**src/sv/dtpb_pkg.sv**
```systemverilog
// Package for the depth-to-point back-projection block.
// Holds payload structs, register indexes, reset values and width helpers.
// No dependencies.
`timescale 1ns / 1ps

package dtpb_pkg;

  localparam int MAX_DIM_DEF  = 4096;
  localparam int QUEUE_DEPTH  = 4;
  localparam int FW_W         = 13;
  localparam int CQ4_W        = 16;
  localparam int RECIP_W      = 24;
  localparam int DEPTH_W      = 16;
  localparam int CFG_IDX_W    = 3;
  localparam int CFG_DATA_W   = 24;

  localparam logic [DEPTH_W-1:0] NO_DEPTH_CODE = 16'd4096;

  localparam logic [FW_W-1:0]    FRAME_WIDTH_RST = 13'd1280;
  localparam logic [CQ4_W-1:0]   CENTER_X_RST    = 16'd10917;
  localparam logic [CQ4_W-1:0]   CENTER_Y_RST    = 16'd4078;
  localparam logic [RECIP_W-1:0] INV_FX_RST      = 24'd17123;
  localparam logic [RECIP_W-1:0] INV_FY_RST      = 24'd17795;

  typedef enum logic [CFG_IDX_W-1:0] {
    REG_FRAME_WIDTH = 3'd0,
    REG_CENTER_X    = 3'd1,
    REG_CENTER_Y    = 3'd2,
    REG_INV_FX      = 3'd3,
    REG_INV_FY      = 3'd4
  } cfg_reg_t;

  typedef struct packed {
    logic [DEPTH_W-1:0] depth_mm;
    logic [7:0]         blue;
    logic [7:0]         green;
    logic [7:0]         red;
    logic               frame_start;
  } pixel_t;

  typedef struct packed {
    logic               point_valid;
    logic signed [31:0] pos_x;
    logic signed [31:0] pos_y;
    logic [DEPTH_W-1:0] pos_z;
    logic [7:0]         out_blue;
    logic [7:0]         out_green;
    logic [7:0]         out_red;
  } point_t;

  // magnitude width of (pos*16 - center_q4)
  function automatic int mag_w(input int max_dim);
    int cw;
    cw = $clog2(max_dim);
    return (cw + 4 > CQ4_W) ? cw + 4 : CQ4_W;
  endfunction

  // queue word: valid, two sign/magnitude pairs, depth, three colour bytes
  function automatic int work_w(input int max_dim);
    return 3 + 2 * mag_w(max_dim) + DEPTH_W + 24;
  endfunction

endpackage

```
**src/sv/dtpb_front.sv**
```systemverilog
// Front end: pixel position counters, depth check and centered offsets.
// Depends on dtpb_pkg.
`timescale 1ns / 1ps

module dtpb_front #(
  parameter int MAX_DIM = dtpb_pkg::MAX_DIM_DEF
) (
  input  logic                                    clk,
  input  logic                                    rst,
  input  logic                                    push,
  input  dtpb_pkg::pixel_t                        pixel,
  input  logic [dtpb_pkg::FW_W-1:0]               frame_width,
  input  logic [dtpb_pkg::CQ4_W-1:0]              center_x_q4,
  input  logic [dtpb_pkg::CQ4_W-1:0]              center_y_q4,
  output logic [dtpb_pkg::work_w(MAX_DIM)-1:0]    work
);
  import dtpb_pkg::*;

  localparam int CW = $clog2(MAX_DIM);
  localparam int MW = mag_w(MAX_DIM);
  localparam int DW = MW + 1;
  localparam int EW = (CW + 1 > FW_W) ? CW + 1 : FW_W;

  logic [CW-1:0] col, col_next;
  logic [CW-1:0] row, row_next;
  logic [CW-1:0] cur_col, cur_row;
  logic [EW-1:0] eff_width;
  logic [EW-1:0] col_inc;
  logic          depth_ok;
  logic [DW-1:0] diff_x, diff_y;
  logic [MW-1:0] mag_x, mag_y;
  logic [DEPTH_W-1:0] depth_used;

  always_comb begin
    cur_col = pixel.frame_start ? '0 : col;
    cur_row = pixel.frame_start ? '0 : row;

    if (frame_width == '0) begin
      eff_width = EW'(1);
    end else if (EW'(frame_width) > EW'(MAX_DIM)) begin
      eff_width = EW'(MAX_DIM);
    end else begin
      eff_width = EW'(frame_width);
    end

    col_inc  = EW'(cur_col) + EW'(1);
    col_next = cur_col;
    row_next = cur_row;
    if (col_inc >= eff_width) begin
      col_next = '0;
      if (cur_row < CW'(MAX_DIM - 1)) begin
        row_next = cur_row + CW'(1);
      end
    end else begin
      col_next = col_inc[CW-1:0];
    end
  end

  always_ff @(posedge clk) begin
    if (rst) begin
      col <= '0;
      row <= '0;
    end else if (push) begin
      col <= col_next;
      row <= row_next;
    end
  end

  // both operands stay below 2^(DW-1), so the difference fits signed DW
  always_comb begin
    depth_ok   = (pixel.depth_mm != '0) && (pixel.depth_mm != NO_DEPTH_CODE);
    depth_used = depth_ok ? pixel.depth_mm : '0;
    diff_x     = DW'({cur_col, 4'b0000}) - DW'(center_x_q4);
    diff_y     = DW'({cur_row, 4'b0000}) - DW'(center_y_q4);
    mag_x      = diff_x[DW-1] ? MW'(-diff_x) : diff_x[MW-1:0];
    mag_y      = diff_y[DW-1] ? MW'(-diff_y) : diff_y[MW-1:0];
  end

  assign work = {depth_ok, diff_x[DW-1], mag_x, diff_y[DW-1], mag_y, depth_used,
                 pixel.blue, pixel.green, pixel.red};

endmodule

```
**config.mk**
```make
export PLATFORM = sky130hd
export DESIGN_NAME = dtpb_front
export DESIGN_NICKNAME = d
export VERILOG_FILES = /design/src/sv/dtpb_pkg.sv /design/src/sv/dtpb_front.sv
export SDC_FILE = /design/constraint.sdc
export NUM_CORES = 1
export LEC_CHECK = 0
export BUFFER_PORTS_ARGS = -buffer_cell sky130_fd_sc_hd__buf_2
export CAP_MARGIN = 20
export CORE_ASPECT_RATIO = 1.2
export CORE_UTILIZATION = 45
export DETAILED_ROUTE_END_ITERATION = 6
export GPL_TIMING_DRIVEN = 0
export MAX_ROUTING_LAYER = met4
export PLACE_DENSITY = 0.75
export SLEW_MARGIN = 5
export SYNTH_ARGS = -nofsm -noshare
export SYNTH_HDL_FRONTEND = slang
export SYNTH_SLANG_ARGS = --single-unit
export TNS_END_PERCENT = 100
```
**constraint.sdc**
```tcl
create_clock -name clk -period 4.3 [get_ports clk]
set_input_delay 0.215 -clock clk [delete_from_list [all_inputs] [get_ports clk]]
set_output_delay 0.215 -clock clk [all_outputs]
set_load 0.02 [all_outputs]
```
[Word-level counts from Yosys, hierarchy flattened]
Cells that the tools add are included.
Storage, ports and cells
  bits in registers: 24
  bits in latches: 0
  memory bits (writable): 0
  ROM bits: 0
  bits of input ports: 89
  memories: 0
Cells by class
  $add $sub $neg: 6
  $mul: 0
  div/mod/pow operators: 0
  $lt $le $gt $ge: 3
  equality and inequality tests: 1
  shift-type cells: 0
  multiplexer cells: 10
  bitwise logic cells: 0
  reduce and logical (&&, ||, !) cells: 3
Operators by type and width (number)
  $mux W12: 5
  $mux W16: 3
  $sub A16 B16 Y17: 2
  $neg A16 Y16: 2
  $mux W13: 2
  $ne A16 B13 Y1 const B: 1
  $reduce_bool A16 Y1: 1
  $add A12 B1 Y13 const B: 1
  $ge A13 B13 Y1: 1
  $gt A13 B13 Y1 const B: 1
  $logic_not A13 Y1: 1
  $add A12 B1 Y12 const B: 1
  $lt A12 B12 Y1 const B: 1
  $logic_and A1 B1 Y1: 1

[Depth between registers and ports, before layout]
  depth after elaboration: 5
  depth in mapped cells: 18
  gate-level depth less buffers: 14

[Worst setup path before layout]
OpenSTA, ideal clock, no wires.
  path kind: input to output
  start: input pixel[0] (netlist bit)
  end: output work[54] (netlist bit)
  arrival: 3885 ps
  path slack: 200 ps
  stages on the path: 14
  buffers on the path: 4
  cell sequence: buf_2 buf_1 clkbuf_1 nor2b_1 ha_1 buf_6 a21o_1 a311oi_1 o21bai_1 xor2_1 or4b_4 or4_4 o31a_1 xor2_1
Between the ends
  word-level cells in the longest chain between the ends: 4
RTL lines
  from (decl): line dtpb_front.sv:11  | input dtpb_pkg::pixel_t pixel,
  $mux W12 (*): line dtpb_front.sv:36  | cur_row = pixel.frame_start ? '0 : row;
  $sub A16 B16 Y17 (*): line dtpb_front.sv:74  | diff_y = DW'({cur_row, 4'b0000}) - DW'(center_y_q4);
  $neg A16 Y16: line dtpb_front.sv:76  | mag_y = diff_y[DW-1] ? MW'(-diff_y) : diff_y[MW-1:0];
  $mux W16 (*): line dtpb_front.sv:76
  to (decl): line dtpb_front.sv:15  | output logic [dtpb_pkg::work_w(MAX_DIM)-1:0] work
Mark *: on every way between the ends. The rest lies on a longest branch, timed or not.

[Worst setup path after layout]
Same ends and word-level chain as after synthesis.

==> metrics.txt <==
# TYPE chip_impl_metric gauge
chip_impl_metric{name="drtIter0Drc",unit=""} 137
chip_impl_metric{name="area_growth_syn_to_layout",unit="%"} 22.4
chip_impl_metric{name="setup_viol",unit=""} 0
chip_impl_metric{name="final_routed_wire_length_divided_by_cell_count",unit="um"} 13.2
chip_impl_metric{name="initial_utilization",unit=""} 0.470
chip_impl_metric{name="worst-endpoint-required",unit="ps"} 4090
chip_impl_metric{name="internal_power",unit="mW"} 0.443
chip_impl_metric{name="antenna_found_initial",unit=""} 0
chip_impl_metric{name="grt_overflow",unit=""} 0
chip_impl_metric{name="finalClockSkew",unit="ps"} 6.97
chip_impl_metric{name="ctsHtreeMaxLevel",unit=""} 1
chip_impl_metric{name="power.static_leakage",unit="nW"} 2.45
chip_impl_metric{name="cellPowerDensity",unit="nW/um2"} 142
chip_impl_info{name="synth_ff_type",value="sky130_fd_sc_hd__dfxtp_1"} 1
chip_impl_metric{name="cts_max_path_buffers",unit=""} 2
chip_impl_metric{name="synth-edff-count",unit=""} 0
chip_impl_metric{name="synth_cell_types",unit=""} 68
chip_impl_metric{name="detailroute.via_count",unit=""} 4454
chip_impl_metric{name="timing.max_slew.rel_slack",unit=""} 0.459
chip_impl_metric{name="fill_cells",unit=""} 843
chip_impl_info{name="timing_worst_setup_path_type",value="primary input to primary output"} 1
chip_impl_metric{name="arrival",unit="ps"} 4000
chip_impl_metric{name="drive_gt1_frac",unit=""} 0.270
chip_impl_info{name="clock_tree.root_cell",value="sky130_fd_sc_hd__clkbuf_8"} 1
chip_impl_metric{name="postSynthCellCount",unit=""} 577
chip_impl_metric{name="cts_sinks",unit=""} 24
chip_impl_metric{name="dp_hpwl",unit="um"} 9300
chip_impl_metric{name="fp-row-count",unit=""} 37
chip_impl_metric{name="tritoncts.num_buffers",unit=""} 3
chip_impl_metric{name="p_sw_frac",unit=""} 0.377
chip_impl_metric{name="seq_power_share",unit=""} 0.317
chip_impl_metric{name="synth.ff_latch_count",unit=""} 24
chip_impl_info{name="crit_path_end_kind",value="primary output"} 1
chip_impl_info{name="top_library_cells_by_usage_in_the_layout_fill_and_taps_aside",value="137 x sky130_fd_sc_hd__buf_2, 58 x sky130_fd_sc_hd__nand2_1, 42 x sky130_fd_sc_hd__a21oi_1"} 1
chip_impl_metric{name="comb_power_share",unit=""} 0.464
chip_impl_metric{name="fin_crit",unit="ps"} 4210
chip_impl_metric{name="io_buffers",unit=""} 137
chip_impl_metric{name="p_sw",unit="mW"} 0.268
chip_impl_metric{name="worst_ir_drop_vdd",unit="uV"} 79.3
chip_impl_metric{name="grt_util_all_layers",unit=""} 0.231
chip_impl_metric{name="postSynth.asyncResetShare",unit=""} 0
chip_impl_metric{name="drv_slew",unit=""} 0
chip_impl_metric{name="core",unit="um2"} 8700
chip_impl_metric{name="finalWeightedCongestion",unit=""} 0.892
chip_impl_metric{name="ys_warn_count",unit=""} 0
chip_impl_metric{name="grt_pass1_wl",unit="um"} 17400
chip_impl_metric{name="mappedNetlistNets",unit=""} 706
chip_impl_metric{name="summed_area_of_non_filler_cells_in_the_final_layout",unit="um2"} 5010
chip_impl_info{name="outcome",value="finished clean"} 1
chip_impl_metric{name="antennaDiodeCount",unit=""} 0
chip_impl_info{name="tritoncts",value="yes"} 1
chip_impl_metric{name="layout.nets",unit=""} 849
chip_impl_metric{name="syn-cell-area",unit="um2"} 4090
chip_impl_metric{name="post_drt_via_cell_ratio",unit=""} 5.33
chip_impl_metric{name="clockPowerShare",unit=""} 0.219
chip_impl_metric{name="clock_insertion_delay_worst_skew",unit="ps"} 270
chip_impl_metric{name="syn_avg_cell_area",unit="um2"} 7.09
chip_impl_metric{name="cts.hold.buffers_added",unit=""} 0
chip_impl_info{name="commonest_non_fill_non_tap_cell_in_the_layout",value="sky130_fd_sc_hd__buf_2"} 1
chip_impl_metric{name="design.die.area",unit="um2"} 9480
chip_impl_metric{name="fmax",unit="MHz"} 237
chip_impl_metric{name="cts.reportedPaths.clkPinSlew",unit="ps"} 90
chip_impl_metric{name="largest_net_degree_at_the_start_of_global_routing",unit=""} 14
chip_impl_info{name="start_kind",value="primary input"} 1
chip_impl_metric{name="worst-path-max-fanout",unit=""} 11
chip_impl_metric{name="drt_pre_antenna_iters",unit=""} 4
chip_impl_metric{name="pin_count",unit=""} 164
chip_impl_metric{name="die-height",unit="um"} 106
chip_impl_metric{name="layout_worst_path_cycle_share",unit=""} 0.980
chip_impl_metric{name="drc_errors",unit=""} 0
chip_impl_metric{name="number_of_failing_hold_endpoints_at_the_final_stage",unit=""} 0
chip_impl_metric{name="final_core_utilization",unit=""} 0.575
chip_impl_metric{name="worstMarginPinSlew",unit="ps"} 810
chip_impl_metric{name="timing.max_cap.violations",unit=""} 0
chip_impl_metric{name="placed_cell_areas",unit="um2"} 4920
chip_impl_metric{name="final_antenna_net_count",unit=""} 0
chip_impl_info{name="timing.hold.worst.class",value="primary input to flop"} 1
chip_impl_metric{name="ys_seq_area_frac",unit=""} 0.117
chip_impl_metric{name="first_global_vias",unit=""} 4179
chip_impl_metric{name="overall_routed_net_length",unit="um"} 11000
chip_impl_metric{name="die_width",unit="um"} 89.0
cell usage after synthesis (15+ instances only):
| cell type | n | area share |
|---|---|---|
| sky130_fd_sc_hd__clkbuf_1 | 27 | 0.025 |
| sky130_fd_sc_hd__nand2_1 | 58 | 0.053 |
| sky130_fd_sc_hd__dfxtp_1 | 24 | 0.12 |
| sky130_fd_sc_hd__o21ai_0 | 23 | 0.028 |
| sky130_fd_sc_hd__a21oi_1 | 42 | 0.051 |
| sky130_fd_sc_hd__nor2_1 | 29 | 0.027 |
| sky130_fd_sc_hd__buf_4 | 27 | 0.050 |
| sky130_fd_sc_hd__inv_1 | 39 | 0.036 |
| sky130_fd_sc_hd__and3_1 | 15 | 0.023 |
| sky130_fd_sc_hd__ha_1 | 40 | 0.12 |
| sky130_fd_sc_hd__nor2b_1 | 30 | 0.046 |
| sky130_fd_sc_hd__xor2_1 | 27 | 0.058 |
| sky130_fd_sc_hd__xnor2_1 | 39 | 0.084 |
| sky130_fd_sc_hd__nand3_1 | 31 | 0.038 |
layer usage:
metal | global-route usage | vias up | part of all wire
met1 | 0.247 | 2008 | 0.41
li1 | - | 2276 | -
met2 | 0.444 | 151 | 0.53
met3 | 0.0171 | 19 | 0.046
met5 | - | - | 0
met4 | 0.0680 | 0 | 0.016
logic make-up after synthesis:
group | share of synthesized area
buf+inv | 0.119
compound gates | 0.212
flops | 0.117
xor+xnor | 0.145
fa+ha+maj | 0.126
mux | 0.00520
simple gates | 0.275
critical path, cell delays in order:
cell and delay (ps):
sky130_fd_sc_hd__buf_2 220, sky130_fd_sc_hd__buf_4 230, sky130_fd_sc_hd__clkbuf_4 230, sky130_fd_sc_hd__nor2b_2 70, sky130_fd_sc_hd__ha_1 280, sky130_fd_sc_hd__buf_6 140, sky130_fd_sc_hd__a21o_1 230, sky130_fd_sc_hd__a311oi_2 400
sky130_fd_sc_hd__o21bai_1 140, sky130_fd_sc_hd__xor2_1 190, sky130_fd_sc_hd__or4b_4 510, sky130_fd_sc_hd__or4_4 540, sky130_fd_sc_hd__o31a_1 260, sky130_fd_sc_hd__xor2_1 140, sky130_fd_sc_hd__buf_2 180
stage by stage:
stage | hold WS, ps | setup slack, ps | total power [mW] | instances | setup TNS (ps)
floorplan | 436 | 200 | 0.452 | 577 | 0
global placement | 446 | -472 | 0.552 | 831 | -10580
detailed placement | 454 | -591 | 0.558 | 831 | -12830
CTS | 307 | 25.8 | 0.711 | 835 | 0
global route | 357 | -30.4 | 0.755 | 836 | -30.4
finish | 309 | 86.8 | 0.711 | 836 | 0
timing repair:
| action | in CTS | in global routing |
|---|---|---|
| setup buffers | 0 | 1 |
| gates cloned | 0 | 0 |
| pin swaps | 0 | 2 |
| endpoints found under the setup margin | 43 | 23 |
| endpoints found under the hold margin | 0 | 0 |
| resized for setup | 4 | 9 |
worst paths after layout:
kind	startpoint	end	slack (ps)	cells after the start
setup / recovery	pixel[0]	work[54]	90	15
hold / removal	push	col[2]$_SDFFE_PP0P_	310	3
setup reg to reg	col[0]$_SDFFE_PP0P_	col[10]$_SDFFE_PP0P_	500	15
hold reg to reg	col[4]$_SDFFE_PP0P_	col[4]$_SDFFE_PP0P_	470	2
power by group through the flow:
stage | logic (mW) | registers (mW) | clock network [mW]
global placement | 0.322 | 0.230 | 0
floorplan | 0.222 | 0.230 | 0
detailed placement | 0.328 | 0.230 | 0
finish | 0.330 | 0.225 | 0.156
global route | 0.363 | 0.225 | 0.167
CTS | 0.330 | 0.225 | 0.156
registers in the layout, indices dropped and copies added, names as in the netlist:
signal and flops:
col 12, row 12
area by class of cell:
class,count,area [um2],area share
Timing Repair Buffer,139,698,0.139
Inverter,41,154,0.0307
Buffer,58,337,0.0672
Sequential cell,24,480,0.0960
Tap cell,117,146,0.0292
Multi-Input combinational cell,453,3140,0.626
Clock buffer,4,55.1,0.0110
(Power assumes the default switching activity.)
