===== config.mk =====
export PLATFORM = sky130hd
export DESIGN_NAME = dtpb_queue
export DESIGN_NICKNAME = d
export VERILOG_FILES = /design/src/sv/dtpb_pkg.sv /design/src/sv/dtpb_queue.sv
export SDC_FILE = /design/constraint.sdc
export NUM_CORES = 1
export LEC_CHECK = 0
export ABC_AREA = 1
export BUFFER_PORTS_ARGS = -buffer_cell sky130_fd_sc_hd__buf_4
export CORE_MARGIN = 2
export CORE_UTILIZATION = 55
export CTS_CLUSTER_SIZE = 10
export DETAILED_ROUTE_END_ITERATION = 6
export PLACE_DENSITY_LB_ADDON = 0.12
export SLEW_MARGIN = 20
export SYNTH_ARGS = -nofsm -noshare
export SYNTH_HDL_FRONTEND = slang
export SYNTH_SLANG_ARGS = --single-unit

===== constraint.sdc =====
create_clock -name clk -period 8.8 [get_ports clk]
set_clock_uncertainty 0.05 [all_clocks]
set_input_delay 0.88 -clock clk [delete_from_list [all_inputs] [get_ports clk]]
set_output_delay 0.88 -clock clk [all_outputs]
set_load 0.01 [all_outputs]

===== src/sv/dtpb_pkg.sv =====
// Package for the depth-to-point back-projection block.
// Holds payload structs, register indexes, reset values and width helpers.
// No dependencies.
`timescale 1ns / 1ps

package dtpb_pkg;

  localparam int MAX_DIM_DEF  = 4096;
  localparam int QUEUE_DEPTH  = 4;
  localparam int FW_W         = 13;
  localparam int CQ4_W        = 16;
  localparam int RECIP_W      = 24;
  localparam int DEPTH_W      = 16;
  localparam int CFG_IDX_W    = 3;
  localparam int CFG_DATA_W   = 24;

  localparam logic [DEPTH_W-1:0] NO_DEPTH_CODE = 16'd4096;

  localparam logic [FW_W-1:0]    FRAME_WIDTH_RST = 13'd1280;
  localparam logic [CQ4_W-1:0]   CENTER_X_RST    = 16'd10917;
  localparam logic [CQ4_W-1:0]   CENTER_Y_RST    = 16'd4078;
  localparam logic [RECIP_W-1:0] INV_FX_RST      = 24'd17123;
  localparam logic [RECIP_W-1:0] INV_FY_RST      = 24'd17795;

  typedef enum logic [CFG_IDX_W-1:0] {
    REG_FRAME_WIDTH = 3'd0,
    REG_CENTER_X    = 3'd1,
    REG_CENTER_Y    = 3'd2,
    REG_INV_FX      = 3'd3,
    REG_INV_FY      = 3'd4
  } cfg_reg_t;

  typedef struct packed {
    logic [DEPTH_W-1:0] depth_mm;
    logic [7:0]         blue;
    logic [7:0]         green;
    logic [7:0]         red;
    logic               frame_start;
  } pixel_t;

  typedef struct packed {
    logic               point_valid;
    logic signed [31:0] pos_x;
    logic signed [31:0] pos_y;
    logic [DEPTH_W-1:0] pos_z;
    logic [7:0]         out_blue;
    logic [7:0]         out_green;
    logic [7:0]         out_red;
  } point_t;

  // magnitude width of (pos*16 - center_q4)
  function automatic int mag_w(input int max_dim);
    int cw;
    cw = $clog2(max_dim);
    return (cw + 4 > CQ4_W) ? cw + 4 : CQ4_W;
  endfunction

  // queue word: valid, two sign/magnitude pairs, depth, three colour bytes
  function automatic int work_w(input int max_dim);
    return 3 + 2 * mag_w(max_dim) + DEPTH_W + 24;
  endfunction

endpackage


===== src/sv/dtpb_queue.sv =====
// Small register FIFO between the front end and the projection back end.
// Depends on dtpb_pkg.
`timescale 1ns / 1ps

module dtpb_queue #(
  parameter int MAX_DIM = dtpb_pkg::MAX_DIM_DEF
) (
  input  logic                                 clk,
  input  logic                                 rst,
  input  logic                                 wr_valid,
  output logic                                 wr_ready,
  input  logic [dtpb_pkg::work_w(MAX_DIM)-1:0] wr_data,
  output logic                                 rd_valid,
  input  logic                                 rd_ready,
  output logic [dtpb_pkg::work_w(MAX_DIM)-1:0] rd_data
);
  import dtpb_pkg::*;

  localparam int WW = work_w(MAX_DIM);
  localparam int AW = $clog2(QUEUE_DEPTH);

  logic [WW-1:0] entries [QUEUE_DEPTH];
  logic [AW-1:0] wr_ptr, rd_ptr;
  logic [AW:0]   count;
  logic          do_wr, do_rd;

  assign wr_ready = (count != (AW+1)'(QUEUE_DEPTH));
  assign rd_valid = (count != '0);
  assign rd_data  = entries[rd_ptr];
  assign do_wr    = wr_valid && wr_ready;
  assign do_rd    = rd_valid && rd_ready;

  always_ff @(posedge clk) begin
    if (do_wr) begin
      entries[wr_ptr] <= wr_data;
    end
  end

  always_ff @(posedge clk) begin
    if (rst) begin
      wr_ptr <= '0;
      rd_ptr <= '0;
      count  <= '0;
    end else begin
      if (do_wr) begin
        wr_ptr <= (wr_ptr == AW'(QUEUE_DEPTH - 1)) ? '0 : wr_ptr + AW'(1);
      end
      if (do_rd) begin
        rd_ptr <= (rd_ptr == AW'(QUEUE_DEPTH - 1)) ? '0 : rd_ptr + AW'(1);
      end
      case ({do_wr, do_rd})
        2'b10:   count <= count + (AW+1)'(1);
        2'b01:   count <= count - (AW+1)'(1);
        default: count <= count;
      endcase
    end
  end

endmodule


After elaboration in Yosys (flattened, before gate mapping)
Memory sizes are Yosys's and may differ from the RTL's. A register that Yosys moved wholly into a read port is not among the register bits.
Cells that the tools add are included.
{"block": "word_totals", "word_cells": 24, "memories": 1, "reg_bits": 7, "in_bits": 79, "ram_bits": 300, "output_inout_bits": 77}
{"memory": "entries", "words": 4, "width": 75, "read_ports": 1, "rd_clocked_by_memory_dff": 1, "write_ports": 1, "line_no": "dtpb_queue.sv:22", "rtl": "logic [WW-1:0] entries [QUEUE_DEPTH];"}
{"block": "op_classes", "n_eq_ne": 5, "reduce_logical": 4, "add_sub_neg": 4, "n_mux": 7}
{"cell": "2-bit two-way mux", "count": 4}
{"cell": "2-bit equality test (second input constant)", "count": 3}
{"cell": "3-bit one-hot mux with 2 select lines", "count": 1}
{"cell": "2-bit by 1-bit adder with 2-bit output (second input constant)", "count": 2}
{"cell": "3-bit by 1-bit adder with 3-bit output (second input constant)", "count": 1}
{"cell": "3-bit inequality test (second input constant)", "count": 1}
{"cell": "3-bit nonzero test", "count": 1}
{"cell": "3-bit by 1-bit subtractor with 3-bit output (second input constant)", "count": 1}
{"cell": "2-bit by 1-bit equality test with 1-bit output (second input constant)", "count": 1}
{"cell": "1-bit logical AND", "count": 2}
{"cell": "1-bit two-way mux", "count": 2}
{"cell": "2-bit nonzero test", "count": 1}

Depth between registers and ports, before layout
Gate-level depths: netlist (run 1).
{"block": "logic_depth", "word_depth": 4, "depth_mapped": 13, "mapped_depth_nobuf": 13}

Least setup slack after synthesis (run 1)
No wires, ideal clock.
{"block": "synth_path", "path_kind": "input -> register", "from": "in wr_valid", "to": "mem entries[0][0] (netlist name) (enable)", "t_required_ns": 8.241, "path_buffers": 0, "t_arrival_ns": 4.163, "setup_ns": 0.509, "cell_stages": 2, "slack_ns": 4.078, "path_cell_list": "nand2_1 -> nor2_1"}
{"block": "synth_between", "elab_chain_len": 3}
{"element": "start: declaration", "line_no": "dtpb_queue.sv:10", "rtl": "input logic wr_valid,"}
{"element": "1-bit logical AND", "line_no": "dtpb_queue.sv:30", "rtl": "assign do_wr = wr_valid && wr_ready;"}
{"element": "1-bit two-way mux", "line_no": "dtpb_queue.sv:34", "rtl": "if (do_wr) begin"}
{"element": "1-bit two-way mux (implied by the code)", "line_no": "dtpb_queue.sv:35", "rtl": "entries[wr_ptr] <= wr_data;"}
{"element": "end: declaration", "line_no": "dtpb_queue.sv:22"}
No other way between the ends.

==> impl_results.md, run 1 <==
* Data required time of the critical path at 7.87 ns
* Chip Height at 153 microns
* Area of the core at 21800 sq um
* Growth of design area from synthesis to finish at 18.3%
* Fraction of power consumed by sequential logic at 0.419
* Slowest-stage cell, CP: sky130_fd_sc_hd__buf_6
* First-pass GRT wire length at 38700 microns
* Power spent charging and discharging nets at 1.34 mW
* Total standard cell area after synthesis at 12200 sq um
* Period utilisation layout at 0.452
* Buffers and inverters on the worst path at 3
* Number of instances in the synthesized netlist at 795
* Endpoint type of the worst setup path: output pin
* Fillers at 1559
* Power Dens Cells at 303 nW/um^2
* Clock Tree Root: sky130_fd_sc_hd__clkbuf_16
* Footprint of the flip-flops and latches at 9190 sq um
* Post-cts gate resize count at 0
* Count of state elements after synthesis at 309
* Result of the run: completed
* Net count reported at finish at 1034
* Net count after synthesis at 881
* Routed vias at 7069
* Area occupied by multi-input gates at 2640 sq um
* Clock insertion delay at the later pin of the skew report at 0.49 ns
* Width of the die at 153 microns
* Setup TNS after final layout at 0 ns
* Seq/Total Area, Yosys at 0.753
* Antenna diode count at 0
* Distinct cells, synth at 23
* HP Class: reg -> reg
* Clock buffer count from CTS at 36
* Slew @ Worst Pin at 0.996 ns
* Share of final-layout standard cells stronger than drive strength 1 at 0.307
* Number of max-slew violations in the final report at 0
* Number of sinks handled by clock tree synthesis at 309
* Average wire per standard cell at 20.2 microns
* Via count of the first global-routing pass at 7308
* Floorplan die area at 23400 sq um
* Largest net degree at the start of global routing at 102
* Kind of cell with the highest combined delay on the critical path: buffers and inverters
* Final Total Pwr at 4.37 mW
* Residual DRC count at 0
* Clock tree from TritonCTS: done
* Routability Congestion at 0.757
* Starting Density at 0.559
* Maximum frequency from static timing analysis at 0.251 GHz
* Total gr overflow at 0
* Post-DR vias/cell at 5.73
* ANT nets after route at 0
* WS Path Type: reg -> out
* Maximum buffer depth of the clock tree at 3
* Detail Placement HPWL at 13500 microns
* IR drop worst, VDD at 0.175 mV
* Final worst slack at 4.82 ns
* Count of hold-fix buffers inserted at cts at 0
* # Max-Cap Violations at 0
* Drt pass-1 iters at 5
* Setup repair after global routing missed its margin: false
* Number of warnings issued by yosys at 0
* Iteration-0 DRC count of the detailed router at 520
* Overall routing resource usage at 0.211
* Post-Route WL at 25000 microns
* Final hold violation count at 0
* Slowest Stage Delay on Critical Path at 0.71 ns
* Sort of element at the start of the critical path: flip-flop
* FF-to-FF setup slack at 5.97 ns
* Period minus WS final at 3.98 ns
* Total I/O pin count at 156
* Highest fanout seen on the critical path at 87
* Signal arrival time at the worst endpoint at 3.05 ns
* H-tree levels at 2
* Internal Power at 3.03 mW
* Clock network fraction of total power at 0.285
* Placement Rows at 54
* Leakage at 5.00 nW
* Setup Viol. Count Final at 0
* Worst slew margin at 0.336
* Clock slew at reported path FFs at 0.06 ns
* Part of the power in combinational logic at 0.296
* Synthesized area divided by synthesized cell count at 15.3 sq um
* Initial antenna violation count at 1
* Buffers inserted during post-CTS setup optimization at 0
* Sw frac at 0.307
* Worst slack after detailed placement at 4.98 ns
* Worst path cell trace: inv_6 > buf_6 > o21ai_0 > o22ai_2 > buf_4
* Port-buffer cells at 155
-- power groups by stage --
stage          clock (mW)  sequential, mW  combinational [mW]
5_1_grt              1.33            1.84                1.41
2_1_floorplan           0            1.84               0.816
3_5_place_dp            0            1.86                1.30
4_1_cts              1.28            1.83                1.31
3_3_place_gp            0            1.85                1.27
6_report             1.25            1.83                1.29
-- worst paths after layout --
kind	to	cells after the start	startpoint
min reg2reg	flip-flop	2	rd_ptr[1]
max	rd_data[69]	5	flip-flop
max reg2reg	entries[3][53]	5	count[1]
min	flip-flop	2	rd_ptr[1]
-- synth_stat cells, drive strengths merged --
master	count	area share
a21oi	4	0.0016
buf	27	0.021
clkbuf	21	0.0065
dfxtp	9	0.015
edfxtp	300	0.74
fa	1	0.0016
ha	6	0.0062
inv	18	0.0059
nand2	14	0.0043
nand3	1	0.00041
nand3b	2	0.0012
nand4	1	0.00051
nor2	164	0.075
o21ai	152	0.064
o22ai	75	0.059
-- flip-flops by register name, indices dropped and copies added, names as in the netlist, named ones only --
register  cells
entries     300
count         3
rd_ptr        2
wr_ptr        2
-- logic make-up after synthesis --
| family | after synthesis | synth area share |
|---|---|---|
| AO/OA/AOI/OAI | 231 | 0.124 |
| AND/OR/NAND/NOR | 182 | 0.0815 |
| adder cells (fa/ha/maj) | 7 | 0.00779 |
| flip-flops | 309 | 0.753 |
| buffers and inverters | 66 | 0.0332 |
-- stage by stage --
| step | hold WS [ns] | area (sq um) | util | instances |
|---|---|---|---|---|
| 6_report | 0.479 | 14400 | 0.661 | 1234 |
| 5_1_grt | 0.523 | 14400 | 0.661 | 1234 |
| 4_1_cts | 0.480 | 14400 | 0.661 | 1234 |
| 3_5_place_dp | 0.477 | 13500 | 0.618 | 1190 |
| 3_3_place_gp | 0.458 | 13500 | 0.618 | 1190 |
| 2_1_floorplan | 0.433 | 12200 | - | 795 |
-- metal layers --
metal / wire [microns] / GRT usage / vias to the layer above
li1: - / - / 3261
met1: 10300 / 0.272 / 3552
met2: 12500 / 0.362 / 212
met3: 1560 / 0.0465 / 42
met4: 562 / 0.0661 / 2
met5: 12 / 0 / -
-- layout make-up --
class	instances	area share
Multi-Input combinational cell	420	0.183
Timing Repair Buffer	163	0.0850
Sequential cell	309	0.637
Tap cell	280	0.0243
Inverter	18	0.00503
Clock buffer	44	0.0660
-- worst min-delay path, stage by stage (launching register included) --
cell,delay [ns]
sky130_fd_sc_hd__dfxtp_1,0.31
sky130_fd_sc_hd__a21oi_1,0.12
sky130_fd_sc_hd__nor2_1,0.07
-- cells in the final DEF (no fill, tap or decap) --
master	count
sky130_fd_sc_hd__a21oi_1	4
sky130_fd_sc_hd__buf_4	162
sky130_fd_sc_hd__buf_6	1
sky130_fd_sc_hd__clkbuf_1	7
sky130_fd_sc_hd__clkbuf_16	37
sky130_fd_sc_hd__dfxtp_1	7
sky130_fd_sc_hd__dfxtp_2	1
sky130_fd_sc_hd__dfxtp_4	1
sky130_fd_sc_hd__edfxtp_1	300
sky130_fd_sc_hd__fa_1	1
sky130_fd_sc_hd__ha_1	6
sky130_fd_sc_hd__inv_1	16
sky130_fd_sc_hd__inv_2	1
sky130_fd_sc_hd__inv_6	1
sky130_fd_sc_hd__nand2_1	14
sky130_fd_sc_hd__nand3_1	1
sky130_fd_sc_hd__nand3b_1	2
sky130_fd_sc_hd__nand4_1	1
sky130_fd_sc_hd__nor2_1	120
sky130_fd_sc_hd__nor2_4	44
sky130_fd_sc_hd__o21ai_0	127
sky130_fd_sc_hd__o21ai_1	20
sky130_fd_sc_hd__o21ai_2	5
sky130_fd_sc_hd__o22ai_1	35
sky130_fd_sc_hd__o22ai_2	40
No activity file was read; power rests on OpenSTA's default activity.
==> run 2, diff against run 1 <==
--- a/config.mk
+++ b/config.mk
@@ -8,7 +8,7 @@
 export ABC_AREA = 1
 export BUFFER_PORTS_ARGS = -buffer_cell sky130_fd_sc_hd__buf_4
 export CORE_MARGIN = 2
-export CORE_UTILIZATION = 55
+export CORE_UTILIZATION = 52
 export CTS_CLUSTER_SIZE = 10
 export DETAILED_ROUTE_END_ITERATION = 6
 export PLACE_DENSITY_LB_ADDON = 0.12
==> constraint.sdc (replaced) <==
create_clock -name clk -period 3.5 [get_ports clk]
set_clock_uncertainty 0.05 [all_clocks]
set_input_delay 0.35 -clock clk [delete_from_list [all_inputs] [get_ports clk]]
set_output_delay 0.35 -clock clk [all_outputs]
set_load 0.01 [all_outputs]
==> run 2 against run 1 <==
Effect of this change: critical path depth down 1; largest cell class unchanged; power rose to 2.6 times the previous value; combinational power rose to 2.6 times the previous value; final cell count up 9.2%; non-clock buffer count up 69; highest routed layer is now met4; sequential power rose to 2.5 times the previous value; core utilization down 0.28 points; via count up 2.3%.
==> impl_results.md, run 2 (same netlist as run 1, synthesis figures left out) <==
* Result of the run: completed
* Buffers and inverters on the worst path at 2
* # Max-Cap Violations at 0
* Routed met3 length at 1290 microns
* Power Dens Cells at 732 nW/um^2
* Routed vias at 7235
* Data required time of the critical path at 3.10 ns
* Clock buffer count from CTS at 37
* Maximum buffer depth of the clock tree at 3
* Final Non-Filler Cells at 1347
* Share of final-layout standard cells stronger than drive strength 1 at 0.292
* Summed area of non-filler cells in the final layout at 15300 sq um
* Average wire per standard cell at 17.9 microns
* Total I/O pin count at 156
* Top routing layer in use: met4
* H-tree levels at 2
* Port-buffer cells at 155
* Number of sinks handled by clock tree synthesis at 309
* Clock tree from TritonCTS: done
* Signal arrival time at the worst endpoint at 2.34 ns
* Period utilisation layout at 0.783
* Highest fanout seen on the critical path at 47
* Iteration-0 DRC count of the detailed router at 545
* Setup TNS after final layout at 0 ns
* Endpoint type of the worst setup path: output pin
* Worst slack after detailed placement at 1.32 ns
* Starting Density at 0.525
* Buffers inserted during post-CTS setup optimization at 0
* Detail Placement HPWL at 12500 microns
* Area of the core at 23300 sq um
* DR WL met2 at 11900 microns
* WS Path Type: reg -> out
* Fillers at 1703
* Overall routing resource usage at 0.195
* Final hold violation count at 0
* Met1 Wirelength at 10500 microns
* Routability Congestion at 0.713
* HP Class: in -> reg
* Number of flip-flops under the largest register name at 300
* Initial antenna violation count at 0
* IR drop worst, VDD at 0.494 mV
* Register with the most flip-flops: entries
* Worst slew margin at 0.449
* Clock slew at reported path FFs at 0.06 ns
* Width of the die at 157 microns
* Post-cts gate resize count at 0
* ANT nets after route at 0
* Antenna diode count at 0
* Most common cell after layout, fill and taps aside: sky130_fd_sc_hd__edfxtp_1
* Placement Rows at 56
* Placement Cell Area at 13600 sq um
* Most repeated library cell on the critical path: sky130_fd_sc_hd__buf_4
* Drt pass-1 iters at 4
* Growth of design area from synthesis to finish at 25.6%
* Slowest-stage cell, CP: sky130_fd_sc_hd__dfxtp_4
* Final design utilization at 0.659
* Net count reported at finish at 1104
* Setup repair after global routing missed its margin: false
* Final Total Pwr at 11.2 mW
* Kind of cell with the highest combined delay on the critical path: flip-flops
* Final worst slack at 0.761 ns
* Post-Route WL at 24100 microns
* Residual DRC count at 0
* Leakage at 5.35 nW
* Maximum frequency from static timing analysis at 0.365 GHz
* Post-Place Cells at 1232
* Number of max-slew violations in the final report at 0
* Chip Height at 157 microns
* Slowest Stage Delay on Critical Path at 0.67 ns
* Clock Tree Root: sky130_fd_sc_hd__clkbuf_16
* First-pass GRT wire length at 37000 microns
* Worst path cell trace: buf_4 > o21ai_0 > o22ai_1 > buf_4
* Smallest hold slack at 0.0170 ns
* Total gr overflow at 0
* Period minus WS final at 2.74 ns
* Most used cells in the layout excluding fill and tap cells: 300 x sky130_fd_sc_hd__edfxtp_1, 159 x sky130_fd_sc_hd__buf_4, 127 x sky130_fd_sc_hd__o21ai_0
* Clock insertion delay at the later pin of the skew report at 0.50 ns
* Floorplan die area at 24700 sq um
* Largest net degree at the start of global routing at 76
* Slew @ Worst Pin at 0.826 ns
* Count of hold-fix buffers inserted at cts at 66
* Largest registers: entries x300, count x3
* Post-DR vias/cell at 5.37
* Setup Viol. Count Final at 0
* Sort of element at the start of the critical path: flip-flop
* Via count of the first global-routing pass at 7128
-- run 2: changes by cell type in the layout (fill, tap and decap cells not counted) --
cell	change
sky130_fd_sc_hd__clkbuf_1	+1
sky130_fd_sc_hd__clkbuf_16	+2
sky130_fd_sc_hd__dlygate4sd3_1	+66
sky130_fd_sc_hd__buf_4	-3
sky130_fd_sc_hd__buf_6	-1
sky130_fd_sc_hd__buf_12	+7
sky130_fd_sc_hd__inv_6	+2
-- run 2: per-layer routing --
metal	GRT usage	vias to the layer above
met5	0	-
met1	0.261	3608
met4	0.0506	0
li1	-	3413
met3	0.0416	30
met2	0.329	184
-- run 2: worst paths after layout --
path / start / to / slack [ns] / cells past startpoint
worst max-delay path: flip-flop / rd_data[27] / 0.76 / 4
worst min-delay path: wr_data[48] / entries[1][48] / 0.02 / 1
worst max register to register: count[1] / count[2] / 1.35 / 12
worst min register to register: count[0] / count[0] / 0.47 / 2
-- run 2: layout make-up --
class / instances / area [sq um] / area share
flip-flops and latches: 309 / 9190 / 0.600
multi-input cells: 420 / 2640 / 0.172
repair buffers: 232 / 1990 / 0.130
clock buffers: 47 / 1010 / 0.0657
well taps: 319 / 399 / 0.0260
inverters: 18 / 72.6 / 0.00474
clock inverters: 2 / 17.5 / 0.00114
-- run 2: report_power, final --
part | internal, mW | switching [mW]
clock | 1.99 | 1.29
sequential | 4.45 | 0.135
combinational | 1.38 | 1.97
==> run 3, diff against run 2 <==
==> constraint.sdc (replaced) <==
create_clock -name clk -period 2.25 [get_ports clk]
set_clock_uncertainty 0.05 [all_clocks]
set_input_delay 0.225 -clock clk [delete_from_list [all_inputs] [get_ports clk]]
set_output_delay 0.225 -clock clk [all_outputs]
set_load 0.01 [all_outputs]
==> run 3 against run 2 <==
Effect of this change: setup slack worse by 0.70 ns; global-route usage is 2.5 points higher; non-clock buffer count rose by 23; combinational power is 70% higher; sequential share of layout area down 1.4 points; clock-buffer cell count down 3; final cell count is 1.9% higher; highest routed layer unchanged; register-to-register slack worse by 1.1 ns; critical path depth grew 1; clock power grew 54%; die area is the same.
==> impl_results.md, run 3 (same netlist as run 1, synthesis figures left out) <==
* Most used cells in the layout excluding fill and tap cells: 300 x sky130_fd_sc_hd__edfxtp_1, 158 x sky130_fd_sc_hd__buf_4, 126 x sky130_fd_sc_hd__o21ai_0
* Final design utilization at 0.674
* Data required time of the critical path at 1.98 ns
* Fraction of power consumed by sequential logic at 0.399
* Floorplan die area at 24700 sq um
* Worst slack after detailed placement at 0.334 ns
* Sw frac at 0.314
* Area of the core at 23300 sq um
* Via count of the first global-routing pass at 8236
* HP Class: in -> reg
* Post-Place Cells at 1241
* Power Dens Cells at 1140 nW/um^2
* Worst slew margin at 0.739
* Drt pass-1 iters at 5
* Endpoint type of the worst setup path: output pin
* Post-DR vias/cell at 5.49
* Clock insertion delay at the later pin of the skew report at 0.50 ns
* Final worst slack at 0.0561 ns
* Post-Route WL at 27000 microns
* Maximum buffer depth of the clock tree at 3
* Signal arrival time at the worst endpoint at 1.92 ns
* Clock tree from TritonCTS: done
* Leakage at 5.51 nW
* Clock Tree Root: sky130_fd_sc_hd__clkbuf_16
* Largest net degree at the start of global routing at 76
* Clock slew at reported path FFs at 0.05 ns
* Highest fanout seen on the critical path at 40
* Width of the die at 157 microns
* Iteration-0 DRC count of the detailed router at 443
* Detail Placement HPWL at 14500 microns
* Period minus WS final at 2.19 ns
* Period utilisation layout at 0.975
* Sort of element at the start of the critical path: flip-flop
* Slew @ Worst Pin at 0.392 ns
* Buffers inserted during post-CTS setup optimization at 0
* Register with the most flip-flops: entries
* Largest registers: entries x300, count x3
* First-pass GRT wire length at 41900 microns
* Fillers at 1696
* Power spent charging and discharging nets at 5.61 mW
* Residual DRC count at 0
* Final Total Pwr at 17.9 mW
* Internal Power at 12.3 mW
* Clock buffer count from CTS at 37
* Placement Cell Area at 13800 sq um
* ANT nets after route at 0
* H-tree levels at 2
* Average wire per standard cell at 19.7 microns
* WS Path Type: reg -> out
* Maximum frequency from static timing analysis at 0.456 GHz
* Setup TNS after final layout at 0 ns
* Port-buffer cells at 155
* Net count reported at finish at 1127
* Setup Viol. Count Final at 0
* Summed area of non-filler cells in the final layout at 15700 sq um
* Smallest hold slack at 0.404 ns
* Final Non-Filler Cells at 1372
* IR drop worst, VDD at 0.738 mV
* Starting Density at 0.525
* Chip Height at 157 microns
* Routed vias at 7530
* Initial antenna violation count at 2
* Routability Congestion at 0.742
* Result of the run: completed
* Most common cell after layout, fill and taps aside: sky130_fd_sc_hd__edfxtp_1
* Number of flip-flops under the largest register name at 300
* # Max-Cap Violations at 0
* Part of the power in combinational logic at 0.319
* Placement Rows at 56
* Overall routing resource usage at 0.221
* Growth of design area from synthesis to finish at 28.5%
* Total gr overflow at 0
* Clock network fraction of total power at 0.282
* Number of sinks handled by clock tree synthesis at 309
* Number of max-slew violations in the final report at 0
* Share of final-layout standard cells stronger than drive strength 1 at 0.299
* Total I/O pin count at 156
* Final hold violation count at 0
==> run 3: changes by cell type in the layout (fill, tap and decap cells not counted), moves of 2 or more <==
cell	delta
sky130_fd_sc_hd__buf_12	+6
sky130_fd_sc_hd__buf_16	+2
sky130_fd_sc_hd__buf_6	+3
sky130_fd_sc_hd__clkinv_8	+2
sky130_fd_sc_hd__diode_2	+2
sky130_fd_sc_hd__dlygate4sd3_1	+12
sky130_fd_sc_hd__nand2_1	-2
==> run 3: worst paths after layout <==
check | depth (start not counted) | slack [ns] | to | start
setup / recovery | 5 | 0.06 | rd_data[24] | flip-flop
hold / removal | 2 | 0.40 | entries[1][30] | wr_data[30]
setup reg to reg | 11 | 0.28 | count[2] | count[1]
hold reg to reg | 2 | 0.50 | flip-flop | rd_ptr[1]
==> run 3: repair_timing <==
action,in CTS,in global routing
hold endpoints to repair,304,0
pin swaps,0,0
gates resized for setup,5,5
cloned,1,1
hold buffers,78,0
setup endpoints to repair,39,42
==> run 3: area by class of cell <==
type / count / area [sq um] / area share
diodes: 2 / 5.00 / 0.000319
clock buffers: 44 / 952 / 0.0607
clock inverters: 5 / 53.8 / 0.00343
inverters: 18 / 83.8 / 0.00535
multi-input cells: 420 / 2660 / 0.169
flip-flops and latches: 309 / 9190 / 0.586
well taps: 319 / 399 / 0.0254
repair buffers: 255 / 2340 / 0.149
==> run 3: power by group through the flow <==
stage	Clock [mW]	Sequential (mW)	Combinational, mW
2_1_floorplan	0	7.16	3.22
3_3_place_gp	0	7.18	5.29
3_5_place_dp	0	7.21	5.44
4_1_cts	5.15	7.12	5.69
5_1_grt	5.40	7.16	6.17
6_report	5.04	7.13	5.71
==> run 3: worst max-delay path, cell delays in order (launching register included) <==
cell                      delay (ns)
sky130_fd_sc_hd__dfxtp_4        0.42
sky130_fd_sc_hd__inv_16         0.20
sky130_fd_sc_hd__buf_4          0.26
sky130_fd_sc_hd__o21ai_0        0.11
sky130_fd_sc_hd__o22ai_1        0.22
sky130_fd_sc_hd__buf_4          0.17
==> run 3: per-layer routing <==
metal  routed length [microns]  part of all wire  vias to the layer above  global-route usage
li1                          -                 -                     3460                   -
met5                         0                 0                        -                   0
met2                     13800              0.51                      216               0.385
met1                     11100              0.41                     3800               0.277
met3                      1450             0.054                       54              0.0435
met4                       665             0.025                        0              0.0745
